$ cat config.mk
export PLATFORM = sky130hd
export DESIGN_NAME = bgp_update_message_parser
export DESIGN_NICKNAME = d
export VERILOG_FILES = /design/src/design/bgpu_pkg.sv /design/src/design/bgpu_step.sv /design/src/design/bgp_update_message_parser.sv
export VERILOG_INCLUDE_DIRS = /design/src /design/src/design
export SDC_FILE = /design/constraint.sdc
export NUM_CORES = 1
export LEC_CHECK = 0
export ABC_AREA = 1
export ABC_CLOCK_PERIOD_IN_PS = 5000
export BUFFER_PORTS_ARGS = -buffer_cell sky130_fd_sc_hd__buf_2
export CAP_MARGIN = 30
export CORE_ASPECT_RATIO = 0.5
export CORE_MARGIN = 1
export CORE_UTILIZATION = 36
export DETAILED_ROUTE_END_ITERATION = 6
export HOLD_SLACK_MARGIN = 0.15
export SLEW_MARGIN = 20
export SYNTH_ARGS = -nofsm -noshare
export SYNTH_HDL_FRONTEND = slang
export SYNTH_SLANG_ARGS = --single-unit
export TNS_END_PERCENT = 5
$ cat constraint.sdc
create_clock -name clk -period 5 [get_ports clk]
set_input_delay 0.75 -clock clk [delete_from_list [all_inputs] [get_ports clk]]
set_output_delay 0.75 -clock clk [all_outputs]
set_load 0.05 [all_outputs]
$ cat src/design/assert_macros.svh
// assertion macros used by the top-level design file
`ifndef ASSERT_MACROS_SVH
`define ASSERT_MACROS_SVH

// condition implies consequence in the same cycle
`define ASSERT_SAME(lbl, ante, cons, msg) \
    lbl: assert property (@(posedge clk) disable iff (!rst_n) (ante) |-> (cons)) \
        else $error(msg);

// condition implies consequence in the next cycle
`define ASSERT_NEXT(lbl, ante, cons, msg) \
    lbl: assert property (@(posedge clk) disable iff (!rst_n) (ante) |=> (cons)) \
        else $error(msg);

`endif

$ cat src/design/bgpu_pkg.sv
// types and codes for the bgp update payload tagger
package bgpu_pkg;

    // parser phase, one per byte role within a section
    typedef enum logic [3:0] {
        PH_WLEN0,
        PH_WLEN1,
        PH_WPID,
        PH_WPLEN,
        PH_WPFX,
        PH_ALEN0,
        PH_ALEN1,
        PH_FLAGS,
        PH_TYPE,
        PH_AL_A,
        PH_AL_B,
        PH_VALUE,
        PH_NPID,
        PH_NPLEN,
        PH_NPFX,
        PH_DISC
    } phase_t;

    // section codes
    localparam logic [2:0] SEC_WLEN = 3'd0;
    localparam logic [2:0] SEC_WDR  = 3'd1;
    localparam logic [2:0] SEC_ALEN = 3'd2;
    localparam logic [2:0] SEC_ATTR = 3'd3;
    localparam logic [2:0] SEC_NLRI = 3'd4;
    localparam logic [2:0] SEC_DISC = 3'd5;

    // role codes
    localparam logic [3:0] ROLE_SECLEN = 4'd0;
    localparam logic [3:0] ROLE_PID    = 4'd1;
    localparam logic [3:0] ROLE_PLEN   = 4'd2;
    localparam logic [3:0] ROLE_PFX    = 4'd3;
    localparam logic [3:0] ROLE_FLAGS  = 4'd4;
    localparam logic [3:0] ROLE_TYPE   = 4'd5;
    localparam logic [3:0] ROLE_ALEN   = 4'd6;
    localparam logic [3:0] ROLE_VALUE  = 4'd7;
    localparam logic [3:0] ROLE_IGNORE = 4'd8;

    // status codes
    localparam logic [1:0] ST_BUSY    = 2'd0;
    localparam logic [1:0] ST_ACCEPT  = 2'd1;
    localparam logic [1:0] ST_OVERRUN = 2'd2;
    localparam logic [1:0] ST_EARLY   = 2'd3;

    // flag bit masks in the attribute flags byte
    localparam logic [7:0] FLAG_OPTIONAL   = 8'h80;
    localparam logic [7:0] FLAG_TRANSITIVE = 8'h40;
    localparam logic [7:0] FLAG_PARTIAL    = 8'h20;
    localparam logic [7:0] FLAG_EXTENDED   = 8'h10;

    // parser context carried from byte to byte
    typedef struct packed {
        phase_t      phase;
        logic [15:0] sec_rem;
        logic [15:0] elem_rem;
        logic [1:0]  fbi;
        logic [7:0]  len_hi;
        logic        ext;
        logic        err;
    } parse_state_t;

    // tag produced for one byte
    typedef struct packed {
        logic [2:0] section;
        logic [3:0] role;
        logic       elem_start;
        logic       elem_end;
        logic       optional_f;
        logic       transitive_f;
        logic       partial_f;
        logic       extended_f;
        logic [1:0] status;
    } tag_t;

    localparam parse_state_t PARSE_RESET = '{
        phase:    PH_WLEN0,
        sec_rem:  16'h0000,
        elem_rem: 16'h0000,
        fbi:      2'd0,
        len_hi:   8'h00,
        ext:      1'b0,
        err:      1'b0
    };

endpackage

$ cat src/design/bgpu_step.sv
// per-byte decode: tag for the byte and next parser context
module bgpu_step (
    input  bgpu_pkg::parse_state_t cur,
    input  logic                   add_path,
    input  logic [7:0]             data,
    input  logic                   eop,
    output bgpu_pkg::parse_state_t nxt,
    output bgpu_pkg::tag_t         tag
);

    logic [2:0]  sec_c;
    logic [3:0]  role_c;
    logic        start_c;
    logic        err_c;
    logic        done_c;
    logic        len_done_c;
    logic        gap_len_c;
    logic        consume_c;
    logic        gap;
    logic        any_err;
    logic [5:0]  pfx_len;
    logic [15:0] al_len;
    logic [15:0] sec_len;
    logic [15:0] rem_after;
    logic [16:0] rem17;

    // first phase of a new prefix
    function automatic bgpu_pkg::phase_t first_phase(input logic nlri, input logic ap);
        bgpu_pkg::phase_t p;
        if (ap)
        begin
            p = nlri ? bgpu_pkg::PH_NPID : bgpu_pkg::PH_WPID;
        end
        else
        begin
            p = nlri ? bgpu_pkg::PH_NPLEN : bgpu_pkg::PH_WPLEN;
        end
        return p;
    endfunction

    // length helpers
    assign pfx_len = 6'((9'(data) + 9'd7) >> 3);
    assign al_len  = (cur.phase == bgpu_pkg::PH_AL_B) ? {cur.len_hi, data} : {8'h00, data};
    assign sec_len = {cur.len_hi, data};
    assign rem17   = {1'b0, cur.sec_rem};

    // byte classification and element checks
    always_comb
    begin
        sec_c      = bgpu_pkg::SEC_DISC;
        role_c     = bgpu_pkg::ROLE_IGNORE;
        start_c    = 1'b0;
        err_c      = 1'b0;
        done_c     = 1'b0;
        len_done_c = 1'b0;
        gap_len_c  = 1'b0;
        consume_c  = 1'b0;
        unique case (cur.phase)
            bgpu_pkg::PH_WLEN0, bgpu_pkg::PH_WLEN1:
            begin
                sec_c  = bgpu_pkg::SEC_WLEN;
                role_c = bgpu_pkg::ROLE_SECLEN;
            end
            bgpu_pkg::PH_ALEN0, bgpu_pkg::PH_ALEN1:
            begin
                sec_c     = bgpu_pkg::SEC_ALEN;
                role_c    = bgpu_pkg::ROLE_SECLEN;
                gap_len_c = (cur.phase == bgpu_pkg::PH_ALEN1) && (sec_len == 16'h0000);
            end
            bgpu_pkg::PH_WPID, bgpu_pkg::PH_NPID:
            begin
                sec_c     = (cur.phase == bgpu_pkg::PH_WPID) ? bgpu_pkg::SEC_WDR
                                                             : bgpu_pkg::SEC_NLRI;
                role_c    = bgpu_pkg::ROLE_PID;
                start_c   = (cur.fbi == 2'd0);
                err_c     = (cur.phase == bgpu_pkg::PH_WPID) && (cur.fbi == 2'd0)
                            && (cur.sec_rem < 16'd5);
                consume_c = (cur.phase == bgpu_pkg::PH_WPID) && !err_c;
            end
            bgpu_pkg::PH_WPLEN, bgpu_pkg::PH_NPLEN:
            begin
                sec_c     = (cur.phase == bgpu_pkg::PH_WPLEN) ? bgpu_pkg::SEC_WDR
                                                              : bgpu_pkg::SEC_NLRI;
                role_c    = bgpu_pkg::ROLE_PLEN;
                start_c   = (cur.fbi == 2'd1);
                err_c     = (cur.phase == bgpu_pkg::PH_WPLEN)
                            && (rem17 < (17'(pfx_len) + 17'd1));
                consume_c = (cur.phase == bgpu_pkg::PH_WPLEN) && !err_c;
                done_c    = !err_c && (pfx_len == 6'd0);
            end
            bgpu_pkg::PH_WPFX, bgpu_pkg::PH_NPFX:
            begin
                sec_c     = (cur.phase == bgpu_pkg::PH_WPFX) ? bgpu_pkg::SEC_WDR
                                                             : bgpu_pkg::SEC_NLRI;
                role_c    = bgpu_pkg::ROLE_PFX;
                consume_c = (cur.phase == bgpu_pkg::PH_WPFX);
                done_c    = (cur.elem_rem == 16'd1);
            end
            bgpu_pkg::PH_FLAGS:
            begin
                sec_c     = bgpu_pkg::SEC_ATTR;
                role_c    = bgpu_pkg::ROLE_FLAGS;
                start_c   = 1'b1;
                err_c     = ((data & bgpu_pkg::FLAG_EXTENDED) != 8'h00)
                            ? (cur.sec_rem < 16'd4) : (cur.sec_rem < 16'd3);
                consume_c = !err_c;
            end
            bgpu_pkg::PH_TYPE:
            begin
                sec_c     = bgpu_pkg::SEC_ATTR;
                role_c    = bgpu_pkg::ROLE_TYPE;
                consume_c = 1'b1;
            end
            bgpu_pkg::PH_AL_A, bgpu_pkg::PH_AL_B:
            begin
                sec_c  = bgpu_pkg::SEC_ATTR;
                role_c = bgpu_pkg::ROLE_ALEN;
                if ((cur.phase == bgpu_pkg::PH_AL_A) && cur.ext)
                begin
                    consume_c = 1'b1;
                end
                else
                begin
                    err_c      = rem17 < ({1'b0, al_len} + 17'd1);
                    consume_c  = !err_c;
                    len_done_c = !err_c && (al_len == 16'h0000);
                end
            end
            bgpu_pkg::PH_VALUE:
            begin
                sec_c      = bgpu_pkg::SEC_ATTR;
                role_c     = bgpu_pkg::ROLE_VALUE;
                consume_c  = 1'b1;
                len_done_c = (cur.elem_rem == 16'd1);
            end
            default:
            begin
                sec_c  = bgpu_pkg::SEC_DISC;
                role_c = bgpu_pkg::ROLE_IGNORE;
            end
        endcase
    end

    // section count after this byte
    always_comb
    begin
        if ((cur.phase == bgpu_pkg::PH_WLEN1) || (cur.phase == bgpu_pkg::PH_ALEN1))
        begin
            rem_after = sec_len;
        end
        else if (consume_c)
        begin
            rem_after = cur.sec_rem - 16'd1;
        end
        else
        begin
            rem_after = cur.sec_rem;
        end
    end

    // byte leaves the parser between two nlri prefixes
    assign gap = gap_len_c || (done_c && (sec_c == bgpu_pkg::SEC_NLRI))
                 || (len_done_c && (rem_after == 16'h0000));
    assign any_err = cur.err || err_c;

    // next parser context
    always_comb
    begin
        nxt         = cur;
        nxt.sec_rem = rem_after;
        unique case (cur.phase)
            bgpu_pkg::PH_WLEN0:
            begin
                nxt.len_hi = data;
                nxt.phase  = bgpu_pkg::PH_WLEN1;
            end
            bgpu_pkg::PH_ALEN0:
            begin
                nxt.len_hi = data;
                nxt.phase  = bgpu_pkg::PH_ALEN1;
            end
            bgpu_pkg::PH_WLEN1:
            begin
                if (rem_after == 16'h0000)
                begin
                    nxt.phase = bgpu_pkg::PH_ALEN0;
                end
                else
                begin
                    nxt.phase = first_phase(1'b0, add_path);
                    nxt.fbi   = {1'b0, ~add_path};
                end
            end
            bgpu_pkg::PH_ALEN1:
            begin
                if (rem_after == 16'h0000)
                begin
                    nxt.phase = first_phase(1'b1, add_path);
                    nxt.fbi   = {1'b0, ~add_path};
                end
                else
                begin
                    nxt.phase = bgpu_pkg::PH_FLAGS;
                end
            end
            bgpu_pkg::PH_WPID, bgpu_pkg::PH_NPID:
            begin
                if (cur.fbi == 2'd3)
                begin
                    nxt.fbi   = 2'd0;
                    nxt.phase = (cur.phase == bgpu_pkg::PH_WPID) ? bgpu_pkg::PH_WPLEN
                                                                 : bgpu_pkg::PH_NPLEN;
                end
                else
                begin
                    nxt.fbi = cur.fbi + 2'd1;
                end
            end
            bgpu_pkg::PH_WPLEN, bgpu_pkg::PH_NPLEN:
            begin
                if (pfx_len != 6'd0)
                begin
                    nxt.elem_rem = 16'(pfx_len);
                    nxt.phase    = (cur.phase == bgpu_pkg::PH_WPLEN) ? bgpu_pkg::PH_WPFX
                                                                     : bgpu_pkg::PH_NPFX;
                end
            end
            bgpu_pkg::PH_WPFX, bgpu_pkg::PH_NPFX, bgpu_pkg::PH_VALUE:
            begin
                nxt.elem_rem = cur.elem_rem - 16'd1;
            end
            bgpu_pkg::PH_FLAGS:
            begin
                nxt.ext   = (data & bgpu_pkg::FLAG_EXTENDED) != 8'h00;
                nxt.phase = bgpu_pkg::PH_TYPE;
            end
            bgpu_pkg::PH_TYPE:
            begin
                nxt.phase = bgpu_pkg::PH_AL_A;
            end
            bgpu_pkg::PH_AL_A, bgpu_pkg::PH_AL_B:
            begin
                if ((cur.phase == bgpu_pkg::PH_AL_A) && cur.ext)
                begin
                    nxt.len_hi = data;
                    nxt.phase  = bgpu_pkg::PH_AL_B;
                end
                else if (al_len != 16'h0000)
                begin
                    nxt.elem_rem = al_len;
                    nxt.phase    = bgpu_pkg::PH_VALUE;
                end
            end
            default:
            begin
                nxt.phase = bgpu_pkg::PH_DISC;
            end
        endcase

        // element completion and overrun override the phase step
        if (err_c)
        begin
            nxt.err   = 1'b1;
            nxt.phase = bgpu_pkg::PH_DISC;
        end
        else if (done_c)
        begin
            if (sec_c == bgpu_pkg::SEC_NLRI)
            begin
                nxt.phase = first_phase(1'b1, add_path);
                nxt.fbi   = {1'b0, ~add_path};
            end
            else if (rem_after == 16'h0000)
            begin
                nxt.phase = bgpu_pkg::PH_ALEN0;
            end
            else
            begin
                nxt.phase = first_phase(1'b0, add_path);
                nxt.fbi   = {1'b0, ~add_path};
            end
        end
        else if (len_done_c)
        begin
            if (rem_after == 16'h0000)
            begin
                nxt.phase = first_phase(1'b1, add_path);
                nxt.fbi   = {1'b0, ~add_path};
            end
            else
            begin
                nxt.phase = bgpu_pkg::PH_FLAGS;
            end
        end

        // end of payload starts a fresh message
        if (eop)
        begin
            nxt = bgpu_pkg::PARSE_RESET;
        end
    end

    // tag outputs
    always_comb
    begin
        tag              = '0;
        tag.section      = sec_c;
        tag.role         = role_c;
        tag.elem_start   = start_c;
        tag.elem_end     = done_c || len_done_c;
        if (cur.phase == bgpu_pkg::PH_FLAGS)
        begin
            tag.optional_f   = (data & bgpu_pkg::FLAG_OPTIONAL) != 8'h00;
            tag.transitive_f = (data & bgpu_pkg::FLAG_TRANSITIVE) != 8'h00;
            tag.partial_f    = (data & bgpu_pkg::FLAG_PARTIAL) != 8'h00;
            tag.extended_f   = (data & bgpu_pkg::FLAG_EXTENDED) != 8'h00;
        end
        if (any_err)
        begin
            tag.status = bgpu_pkg::ST_OVERRUN;
        end
        else if (!eop)
        begin
            tag.status = bgpu_pkg::ST_BUSY;
        end
        else if (gap)
        begin
            tag.status = bgpu_pkg::ST_ACCEPT;
        end
        else
        begin
            tag.status = bgpu_pkg::ST_EARLY;
        end
    end

endmodule

$ cat src/design/bgp_update_message_parser.sv
// Top level of the bgp update payload tagger: input register, decode, result register.
// An accepted request waits in the input register, is decoded, and is then captured in the result register.
// Throughput: one byte per cycle while the result side does not stall; the parser context updates with each byte.
// A stalled result holds the result register; the input register then fills and stalls.
// Reset clears the valid flags, the parser context and add_path_reg at once.
`include "assert_macros.svh"

module bgp_update_message_parser (
    input  logic       clk,
    input  logic       rst_n,
    input  logic       cfg_write,
    input  logic       cfg_data,
    input  logic       in_valid,
    output logic       in_stall,
    input  logic [7:0] data_byte,
    input  logic       end_of_payload,
    output logic       out_valid,
    input  logic       out_stall,
    output logic [7:0] byte_value,
    output logic [2:0] section,
    output logic [3:0] role,
    output logic       element_start,
    output logic       element_end,
    output logic       attr_optional,
    output logic       attr_transitive,
    output logic       attr_partial,
    output logic       attr_extended,
    output logic [1:0] status,
    output logic       message_end
);

    logic                   add_path_reg;
    logic                   in_vld_reg;
    logic                   in_vld_next;
    logic [7:0]             in_data_reg;
    logic                   in_eop_reg;
    logic                   out_vld_reg;
    logic                   out_vld_next;
    logic [7:0]             out_data_reg;
    logic                   out_eop_reg;
    bgpu_pkg::tag_t         out_tag_reg;
    bgpu_pkg::parse_state_t state_reg;
    bgpu_pkg::parse_state_t state_next;
    bgpu_pkg::tag_t         tag_next;
    logic                   advance;
    logic                   in_take;

    // handshake control
    assign advance = in_vld_reg && (!out_vld_reg || !out_stall);
    assign in_stall = in_vld_reg && !advance;
    assign in_take = in_valid && !in_stall;

    assign in_vld_next  = in_take ? 1'b1 : (advance ? 1'b0 : in_vld_reg);
    assign out_vld_next = advance ? 1'b1 : ((out_vld_reg && !out_stall) ? 1'b0 : out_vld_reg);

    // per-byte decode
    bgpu_step u_step (
        .cur      (state_reg),
        .add_path (add_path_reg),
        .data     (in_data_reg),
        .eop      (in_eop_reg),
        .nxt      (state_next),
        .tag      (tag_next)
    );

    // control registers
    always_ff @(posedge clk or negedge rst_n)
    begin
        if (!rst_n)
        begin
            add_path_reg <= 1'b0;
            in_vld_reg   <= 1'b0;
            out_vld_reg  <= 1'b0;
            state_reg    <= bgpu_pkg::PARSE_RESET;
        end
        else
        begin
            if (cfg_write)
            begin
                add_path_reg <= cfg_data;
            end
            in_vld_reg  <= in_vld_next;
            out_vld_reg <= out_vld_next;
            if (advance)
            begin
                state_reg <= state_next;
            end
        end
    end

    // payload registers
    always_ff @(posedge clk)
    begin
        if (in_take)
        begin
            in_data_reg <= data_byte;
            in_eop_reg  <= end_of_payload;
        end
        if (advance)
        begin
            out_data_reg <= in_data_reg;
            out_eop_reg  <= in_eop_reg;
            out_tag_reg  <= tag_next;
        end
    end

    // result ports
    assign out_valid       = out_vld_reg;
    assign byte_value      = out_data_reg;
    assign section         = out_tag_reg.section;
    assign role            = out_tag_reg.role;
    assign element_start   = out_tag_reg.elem_start;
    assign element_end     = out_tag_reg.elem_end;
    assign attr_optional   = out_tag_reg.optional_f;
    assign attr_transitive = out_tag_reg.transitive_f;
    assign attr_partial    = out_tag_reg.partial_f;
    assign attr_extended   = out_tag_reg.extended_f;
    assign status          = out_tag_reg.status;
    assign message_end     = out_eop_reg;

    // checks
    `ASSERT_NEXT(a_eop_clears, advance && in_eop_reg,
        (state_reg.phase == bgpu_pkg::PH_WLEN0) && !state_reg.err,
        "context not cleared after end of payload")
    `ASSERT_NEXT(a_err_sticky, advance && state_reg.err && !in_eop_reg,
        state_reg.err, "overrun flag dropped within a payload")
    `ASSERT_SAME(a_disc_status, out_valid && (section == bgpu_pkg::SEC_DISC),
        status == bgpu_pkg::ST_OVERRUN, "discarded byte without overrun status")
    `ASSERT_SAME(a_end_section, out_valid && element_end,
        (section == bgpu_pkg::SEC_WDR) || (section == bgpu_pkg::SEC_ATTR)
        || (section == bgpu_pkg::SEC_NLRI), "element end outside an element section")

endmodule

==> results.md, run 1 <==
- Number of diodes: 0
- Leak: 3.51 nW
- Post-CTS Hold Fix Bufs: 0
- Initial antenna violation count: 1
- Tot Pwr: 4.60 mW
- Via density: 5.34
- Share of cells above drive strength 1: 10.9%
- FILL cells: 1722
- Area contributors post-synth: dfrtp_1 20%, edfxtp_1 16%, nand2_1 12%
- # clock sinks: 84
- CP peak stage delay: 430 ps
- Ys Warns: 0
- First-pass GRT wire length: 31300 um
- FF+latch area: 0.00227 sq mm
- Crit path launch: in_data_reg[1]$_DFFE_PP_
- Core box area: 0.0166 sq mm
- # DRC: 0
- Synth Area in Adders: 6.43%
- DR WL/cell: 17.1 um
- NumNets Final: 961
- Placed cells: 1125
- Crit path top cell by count: nand2_1
- Final WS setup: 413 ps
- Final Non-Filler Cells: 1146
- Clock Path Buffers: 2
- Largest family of logic cells by synthesized area: simple AND/OR/NAND/NOR gates
- Critical R2R Capture: state_reg[45]$_DFFE_PN0P_
- Via count: 6114
- Seq/Total Area, Yosys: 36.4%
- Gr usage total: 22.9%
- Final setup violation count: 0
- Post-Syn Area per Cell: 7.24 sq um
- Die area: 0.0179 sq mm
- Largest register FFs: 48
- RSZ-0062 raised after global routing: false
- Finished Core Util: 42.6%
- Yosys cell types: 52
- Status: complete, no violations
- Kind of critical path: register to register
- Detailed Route WL: 19600 um
- R2R cell count: 32
- Num rows: 33
- Synth top area share: 20.5%
- MaxCap Viol Count: 0
- Root Driver: clkbuf_16
- Post-Synthesis Cells: 860
- Worst-path fanout max: 8
- Post-DP HPWL: 15000 um
- Width of the die: 188 um
- Dpl ws: 163 ps
- FF-to-FF Start: in_data_reg[1]$_DFFE_PP_
- Family with the most delay on the worst path: simple AND/OR/NAND/NOR gates
- Die Ht: 95.0 um
- Pwr/cell area: 650 mW/mm^2
- Worst-Skew Late Latency: 350 ps
- Maximum vdd ir drop: 224 uV
- Register-to-Register Setup Slack: 410 ps
- Syn-to-layout area delta: 13.7%
- Tcrit/Tclk final: 91.7%
- Cell-internal power: 2.18 mW
- Final TNS setup: 0 ps
- Syn_nets: 907
- Crit path time final: 4590 ps
- Simple-gate share of the synthesized area: 30.3%
- Yosys reg bits: 84
- Sw Pwr: 2.42 mW
- Synth Area in XOR/XNOR: 4.78%
- PortBufs: 40
- Worst setup EP type: register
- Initial core utilization: 37.4%
- Worst setup path endpoint: state_reg[45]$_DFFE_PN0P_
- Worst path depth: 32
- Slowest CP cell: edfxtp_1
- Compound-Gate Fraction of Synth Area: 12.2%
- Crit path buf inv count: 4
- Min-Delay Path Class: register to register
- Combinational share of power: 61.1%
- Clock power frac: 14.6%
- Final hold vios: 0
- Startpoint types: register
- Synth area leader: dfrtp_1
- Vias in the first global route: 5601
- Final Max Slew Viols: 0
- Worst EP required: 5240 ps
- Skew final: 11.8 ps
- Largest net degree at the start of global routing: 52
- CTS tree: yes
- Post-synth ARST share: 60.7%
- CP arrival: 4820 ps
- Worst slew pin tran: 721 ps
- Final ANT Viol Nets: 0
- Area of the multi-input gates: 0.00339 sq mm
- Highest clock rate: 0.218 GHz
- Total congestion overflow: 0
- Num CTS Buffers: 9
- Initial DRT Pass Iterations: 7
- Reg power frac: 24.3%
- Clock transition at path regs: 70 ps
- Post-synth EDFFs: 33
- CTS H-tree depth: 3
- Mapped cell area: 0.00623 sq mm
- GP Congestion: 0.943
- Top-level port count: 41
- Post-synthesis mux area share: 0%
- Initial DRC count: 593
- Switch share: 52.5%
- Worst relative slew slack: 50.7%
- Post-synth top flop: dfrtp_1
-- what timing repair did --
| item | CTS | global route |
|---|---|---|
| setup endpoints to repair | 0 | 7 |
| setup buffers | 0 | 4 |
| gates resized for setup | 0 | 3 |
-- synthesized netlist by cell type, types with 6 or more instances --
cell type,n
a21oi_1,27
a31oi_1,7
clkbuf_1,8
dfrtp_1,51
edfxtp_1,33
ha_1,32
inv_1,136
nand2_1,191
nand2_2,6
nand3_1,77
nand4_1,8
nor2_1,104
nor3_1,12
nor4_1,10
o21ai_0,41
o22ai_1,25
xnor2_1,6
xor2_1,28
-- tightest hold or removal path: cells and delay by family (launching register included) --
kind	cells	cell delay (ps)
buf+inv	1	70
flops	1	350
simple gates	1	60
-- kinds of logic (layout without fill, tap and decap cells) --
group | count (synthesis) | after routing
compound gates | 126 | 127
xor+xnor | 34 | 34
fa+ha+maj | 32 | 32
buf+inv | 158 | 216
flops | 84 | 84
other cells | 1 | 1
simple gates | 425 | 425
-- power by group through the flow --
stage	Combinational (mW)	Clock [mW]	Sequential (mW)
after floorplan	1.96	0	1.17
after global placement	2.67	0	1.12
after detailed placement	2.67	0	1.12
final	2.82	0.670	1.12
after global routing	3.17	0.709	1.14
after CTS	2.68	0.685	1.11
-- per-layer routing --
layer  vias to the layer above  GRT usage (%)  share of wire, %
met4                         2           4.54               1.2
met2                       300           32.4                40
met1                      2843           34.8                48
met3                        21           5.23                11
met5                         -              0             0.046
li1                       2948              -                 -
-- cells in the final DEF, fill, tap and decap left out, types with 4 or more instances in the layout --
cell type / instances
ha_1: 32
a21oi_1: 27
o22ai_1: 25
nor2_1: 104
xnor2_1: 6
xor2_1: 27
o31ai_1: 4
o211ai_1: 4
a31oi_1: 7
inv_2: 5
dfrtp_1: 51
edfxtp_1: 33
nor3_1: 12
nand2_2: 6
buf_4: 14
inv_1: 136
nand2_1: 191
nand3_1: 77
o21ai_0: 41
clkbuf_16: 10
clkinv_1: 6
nand4_1: 8
nor4_1: 10
nand2_4: 4
buf_2: 40
-- layout make-up --
class                      count  area share, %
tap                          227           4.01
timing repair buffer          54           4.31
sequential                    84           32.0
multi-input combinational    619           47.8
clock buffer                  10           3.53
clock inverter                 6          0.600
inverter                     146           7.74
-- through the flow --
step / area (sq um) / hold WS [ps]
after floorplan: 6230 / 424
after global placement: 6730 / 483
after detailed placement: 6730 / 501
after CTS: 7020 / 511
after global routing: 7080 / 542
final: 7080 / 507
-- how the worst min path moves through the flow --
stage                        startpoint                      end  slack [ps]  depth (start not counted)
4_1_cts          in_vld_reg$_DFFE_PN0P_    out_valid$_DFFE_PN0P_         510                          2
3_5_place_dp     in_vld_reg$_DFFE_PN0P_    out_valid$_DFFE_PN0P_         500                          2
2_1_floorplan  in_data_reg[7]$_DFFE_PP_  byte_value[7]$_DFFE_PP_         420                          0
5_1_grt        in_data_reg[0]$_DFFE_PP_  byte_value[0]$_DFFE_PP_         540                          0
3_3_place_gp     in_vld_reg$_DFFE_PN0P_    out_valid$_DFFE_PN0P_         480                          2
6_report         in_vld_reg$_DFFE_PN0P_    out_valid$_DFFE_PN0P_         510                          2
(Power assumes the default switching activity.)
==> run 2, diff against run 1 <==
Settings changed: ABC_CLOCK_PERIOD_IN_PS 5000 to 4100.
Clock period 5 ns to 4.1 ns, I/O delays scaled along.
==> run 2 against run 1 <==
- the run now ends with setup timing left
- non-clock buffer count up 59
- core utilization up 4.5 points
- sequential share of layout area down 3.1 points
- final area up 11%
- sequential power up 21%
- critical path type unchanged
- highest routed layer is now met4
==> results.md, run 2 (synthesized netlist as in run 1, its figures left out) <==
- CTS H-tree depth: 3
- DR WL/cell: 17.3 um
- Placed cells: 1170
- Post-DP HPWL: 15800 um
- Via density: 5.25
- Startpoint types: register
- Kind of critical path: register to register
- Tcrit/Tclk final: 101%
- Worst slew pin tran: 714 ps
- Total congestion overflow: 0
- Crit path buf inv count: 3
- Number of diodes: 0
- Root Driver: clkbuf_16
- Crit path top cell by count: nand2_1
- Syn-to-layout area delta: 25.8%
- Detailed Route WL: 20900 um
- # clock sinks: 84
- # DRC: 0
- Min-Delay Path Class: input port to asynchronous set/reset pin
- Share of cells above drive strength 1: 21.1%
- Clock Path Buffers: 2
- Worst relative slew slack: 51.9%
- Largest net degree at the start of global routing: 29
- Worst setup EP type: register
- Worst-path fanout max: 3
- Final setup violation count: 3
- Initial antenna violation count: 0
- Violated checks: setup timing
- CP peak stage delay: 550 ps
- Width of the die: 188 um
- Via count: 6336
- Num rows: 33
- Largest register FFs: 48
- Initial DRT Pass Iterations: 5
- PortBufs: 40
- Initial core utilization: 37.4%
- Highest clock rate: 0.241 GHz
- Die area: 0.0179 sq mm
- Gr usage total: 23.6%
- Leading cell type in the layout, fill and taps excluded: nand2_1
- Final hold vios: 0
- Core box area: 0.0166 sq mm
- Skew final: 8.59 ps
- RSZ-0062 raised after global routing: true
- Final WS setup: -45.5 ps
- First-pass GRT wire length: 32000 um
- Maximum vdd ir drop: 281 uV
- Status: finished, violations left
- Worst-Skew Late Latency: 350 ps
- Slowest CP cell: a2111oi_0
- Pwr/cell area: 816 mW/mm^2
- Hold Worst Slack: 311 ps
- Clock transition at path regs: 70 ps
- Num CTS Buffers: 9
- Final Max Slew Viols: 0
- Vias in the first global route: 5709
- Post-CTS Hold Fix Bufs: 0
- Final Non-Filler Cells: 1206
- NumNets Final: 1021
- Leak: 3.87 nW
- Worst EP required: 4340 ps
- Die Ht: 95.0 um
- Family with the most delay on the worst path: simple AND/OR/NAND/NOR gates
- GP Congestion: 0.903
- MaxCap Viol Count: 0
- CP arrival: 4390 ps
- Most frequent cells in the layout: 174 x nand2_1, 132 x inv_1, 97 x nor2_1
- Crit path time final: 4150 ps
- Final ANT Viol Nets: 0
- Initial DRC count: 624
- Top-level port count: 41
- CTS tree: yes
- Tot Pwr: 6.40 mW
-- run 2: final timing paths --
path / start / end / slack, ps / cells after the start
max in group asynchronous: rst_n / state_reg[12]$_DFFE_PN0P_ / 2960 / 2
min reg2reg: in_vld_reg$_DFFE_PN0P_ / out_valid$_DFFE_PN0P_ / 500 / 2
max reg2reg: in_data_reg[1]$_DFFE_PP_ / state_reg[44]$_DFFE_PN0P_ / -50 / 27
min in group clk: data_byte[5] / in_data_reg[5]$_DFFE_PP_ / 440 / 1
min: rst_n / state_reg[34]$_DFFE_PN0P_ / 310 / 1
max: in_data_reg[1]$_DFFE_PP_ / state_reg[44]$_DFFE_PN0P_ / -50 / 27
-- run 2: repair_timing --
action	CTS	global route
gates resized for setup	26	41
cloned	2	0
setup buffers	12	7
setup endpoints to repair	7	7
pin swaps	31	35
-- run 2: power by group --
part	total (mW)	leakage [nW]	internal [mW]	switching (mW)
clock network	0.931	0.155	0.543	0.388
logic	4.10	2.72	1.56	2.54
registers	1.36	1.00	1.10	0.260
-- run 2: metal layers --
metal | track usage [%] | part of all wire [%] | vias to the layer above
met4 | 5.35 | 1.1 | 0
met2 | 33.2 | 40 | 258
met5 | 0 | 0 | -
met1 | 36.2 | 51 | 3000
met3 | 5.04 | 8.2 | 24
li1 | - | - | 3054
-- run 2: layout make-up --
type / instances / area, sq um
clock buffers: 9 / 225
clock inverters: 7 / 104
fillers: 1645 / 8800
inverters: 146 / 548
multi-input cells: 620 / 3620
flip-flops and latches: 84 / 2270
well taps: 227 / 284
repair buffers: 113 / 792
-- run 2: metrics by stage --
stage	worst slack (ps)	setup TNS [ps]	area [sq um]	utilization [%]
after floorplan	255	0	6230	-
after global placement	-136	-470	7070	42.5
after detailed placement	-191	-891	7070	42.5
after CTS	0.132	0	7650	46.0
after global routing	-312	-1810	7840	47.1
final	-45.5	-109	7840	47.1
==> run 3, diff against run 2 <==
--- a/config.mk
+++ b/config.mk
@@ -16,5 +16,6 @@
 export DETAILED_ROUTE_END_ITERATION = 6
 export HOLD_SLACK_MARGIN = 0.15
-export SLEW_MARGIN = 20
+export REMOVE_ABC_BUFFERS = 1
+export SLEW_MARGIN = 0
 export SYNTH_ARGS = -nofsm -noshare
 export SYNTH_HDL_FRONTEND = slang
==> constraint.sdc (replaced) <==
create_clock -name clk -period 4.1 [get_ports clk]
set_input_delay 1.025 -clock clk [delete_from_list [all_inputs] [get_ports clk]]
set_output_delay 1.025 -clock clk [all_outputs]
set_load 0.05 [all_outputs]
==> run 3 against run 2 <==
- final cell count grew 1.2%
- core utilization grew 0.71 points
- global-route usage grew 1.1 points
- final area grew 1.5%
- clock-buffer cell count is the same
- non-clock buffer count grew 15
- critical path type unchanged
- critical endpoint is now state_reg[45]$_DFFE_PN0P_
- routed wire length grew 2.0%
- the flow still finishes with violations (setup timing)
==> results.md, run 3 (synthesized netlist as in run 1, its figures left out) <==
- Share of cells above drive strength 1: 22.9%
- Num rows: 33
- # clock sinks: 84
- Clock power frac: 14.8%
- Core box area: 0.0166 sq mm
- Via density: 5.29
- Leading cell type in the layout, fill and taps excluded: nand2_1
- Skew final: 15.7 ps
- Final instance area: 0.00796 sq mm
- PortBufs: 40
- Combinational share of power: 63.7%
- Register-to-Register Setup Slack: -260 ps
- R2R cell count: 33
- GP Congestion: 0.961
- Initial DRT Pass Iterations: 5
- Maximum vdd ir drop: 344 uV
- Initial antenna violation count: 0
- Crit path launch: in_data_reg[1]$_DFFE_PP_
- Crit path time final: 4360 ps
- Status: finished, violations left
- Highest clock rate: 0.229 GHz
- Sw Pwr: 3.16 mW
- CP peak stage delay: 410 ps
- Crit path top cell by count: nand2_1
- Initial DRC count: 712
- Root Driver: clkbuf_16
- Cell-internal power: 3.16 mW
- Leak: 3.91 nW
- Placed cells: 1175
- Number of diodes: 0
- Pwr/cell area: 795 mW/mm^2
- FF+latch area: 0.00227 sq mm
- NumNets Final: 1035
- Final ANT Viol Nets: 0
- Clock Path Buffers: 2
- Worst-Skew Late Latency: 350 ps
- Largest net degree at the start of global routing: 36
- Finished Core Util: 47.8%
- FF-to-FF Start: in_data_reg[1]$_DFFE_PP_
- Num CTS Buffers: 9
- Syn-to-layout area delta: 27.7%
- CTS tree: yes
- Worst slew pin tran: 747 ps
- Post-DP HPWL: 15800 um
- # DRC: 0
- Placed Area: 0.00710 sq mm
- Worst-path fanout max: 8
- Dpl ws: -98.0 ps
- Most frequent cells in the layout: 170 x nand2_1, 131 x inv_1, 100 x nor2_1
- Final WS setup: -265 ps
- Clock transition at path regs: 80 ps
- Worst EP required: 4340 ps
- Detailed Route WL: 21300 um
- Width of the die: 188 um
- Total congestion overflow: 0
- Final hold vios: 0
- MaxCap Viol Count: 0
- CP arrival: 4600 ps
- Die Ht: 95.0 um
- Kind of critical path: register to register
- Largest register FFs: 48
- Violated checks: setup timing
- Area of the multi-input gates: 0.00362 sq mm
- Worst setup path endpoint: state_reg[45]$_DFFE_PN0P_
- Critical R2R Capture: state_reg[45]$_DFFE_PN0P_
- FILL cells: 1642
- Startpoint types: register
- Top-level port count: 41
- DR WL/cell: 17.4 um
- Switch share: 50.0%
- Final Non-Filler Cells: 1220
- Worst setup EP type: register
- Vias in the first global route: 6167
- Gr usage total: 24.7%
- Reg power frac: 21.5%
- Die area: 0.0179 sq mm
- Initial core utilization: 37.4%
- RSZ-0062 raised after global routing: true
- Post-CTS Hold Fix Bufs: 0
- Tcrit/Tclk final: 106%
- Min-Delay Path Class: register to register
- CTS H-tree depth: 3
- First-pass GRT wire length: 33800 um
- Via count: 6456
- Slowest CP cell: edfxtp_1
- Final setup violation count: 8
- Worst relative slew slack: 49.7%
- Final Max Slew Viols: 0
-- run 3: layout make-up --
type                       count  share of cell area, %
timing repair buffer         128                   11.4
multi-input combinational    619                   45.5
sequential                    84                   28.5
clock buffer                   9                   2.83
tap                          227                   3.57
clock inverter                 7                   1.34
inverter                     146                   6.95
-- run 3: what timing repair did --
action / 4_1_cts / 5_1_grt
pin swaps: 31 / 22
setup endpoints to repair: 7 / 20
buffers inserted: 22 / 5
resized for setup: 49 / 23
cloned: 1 / 0
-- run 3: per-stage QoR --
stage	TNS (ps)	total power [mW]	hold slack, ps
2_1_floorplan	0	3.77	458
3_3_place_gp	-255	4.86	487
3_5_place_dp	-369	4.87	503
4_1_cts	-23.1	6.13	532
5_1_grt	-3380	6.84	568
6_report	-1460	6.32	525
-- run 3: worst min-delay path by stage --
stage	from	end	depth (start not counted)
final	in_vld_reg$_DFFE_PN0P_	out_valid$_DFFE_PN0P_	2
after global routing	in_data_reg[4]$_DFFE_PP_	byte_value[4]$_DFFE_PP_	0
after CTS	in_data_reg[4]$_DFFE_PP_	byte_value[4]$_DFFE_PP_	0
after detailed placement	in_data_reg[4]$_DFFE_PP_	byte_value[4]$_DFFE_PP_	0
after global placement	in_data_reg[4]$_DFFE_PP_	byte_value[4]$_DFFE_PP_	0
after floorplan	in_data_reg[4]$_DFFE_PP_	byte_value[4]$_DFFE_PP_	0
-- run 3: per-layer routing --
layer	global-route usage, %	part of all wire [%]
met1	36.5	48
met2	35.8	41
met3	5.56	10
met4	6.84	1.8
met5	0	0
-- run 3: power by group through the flow --
stage	combinational, mW	clock [mW]	sequential, mW
finish	4.03	0.934	1.36
floorplan	2.34	0	1.43
global route	4.47	0.976	1.39
global placement	3.50	0	1.36
detailed placement	3.51	0	1.36
CTS	3.84	0.944	1.35
-- run 3: critical path, delay by kind of cell (launching register included) --
| family | cells | cell delay (ps) |
|---|---|---|
| simple gates | 20 | 1910 |
| compound gates | 5 | 820 |
| fa+ha+maj | 3 | 580 |
| flops | 1 | 410 |
| buf+inv | 4 | 350 |
| xor+xnor | 1 | 180 |
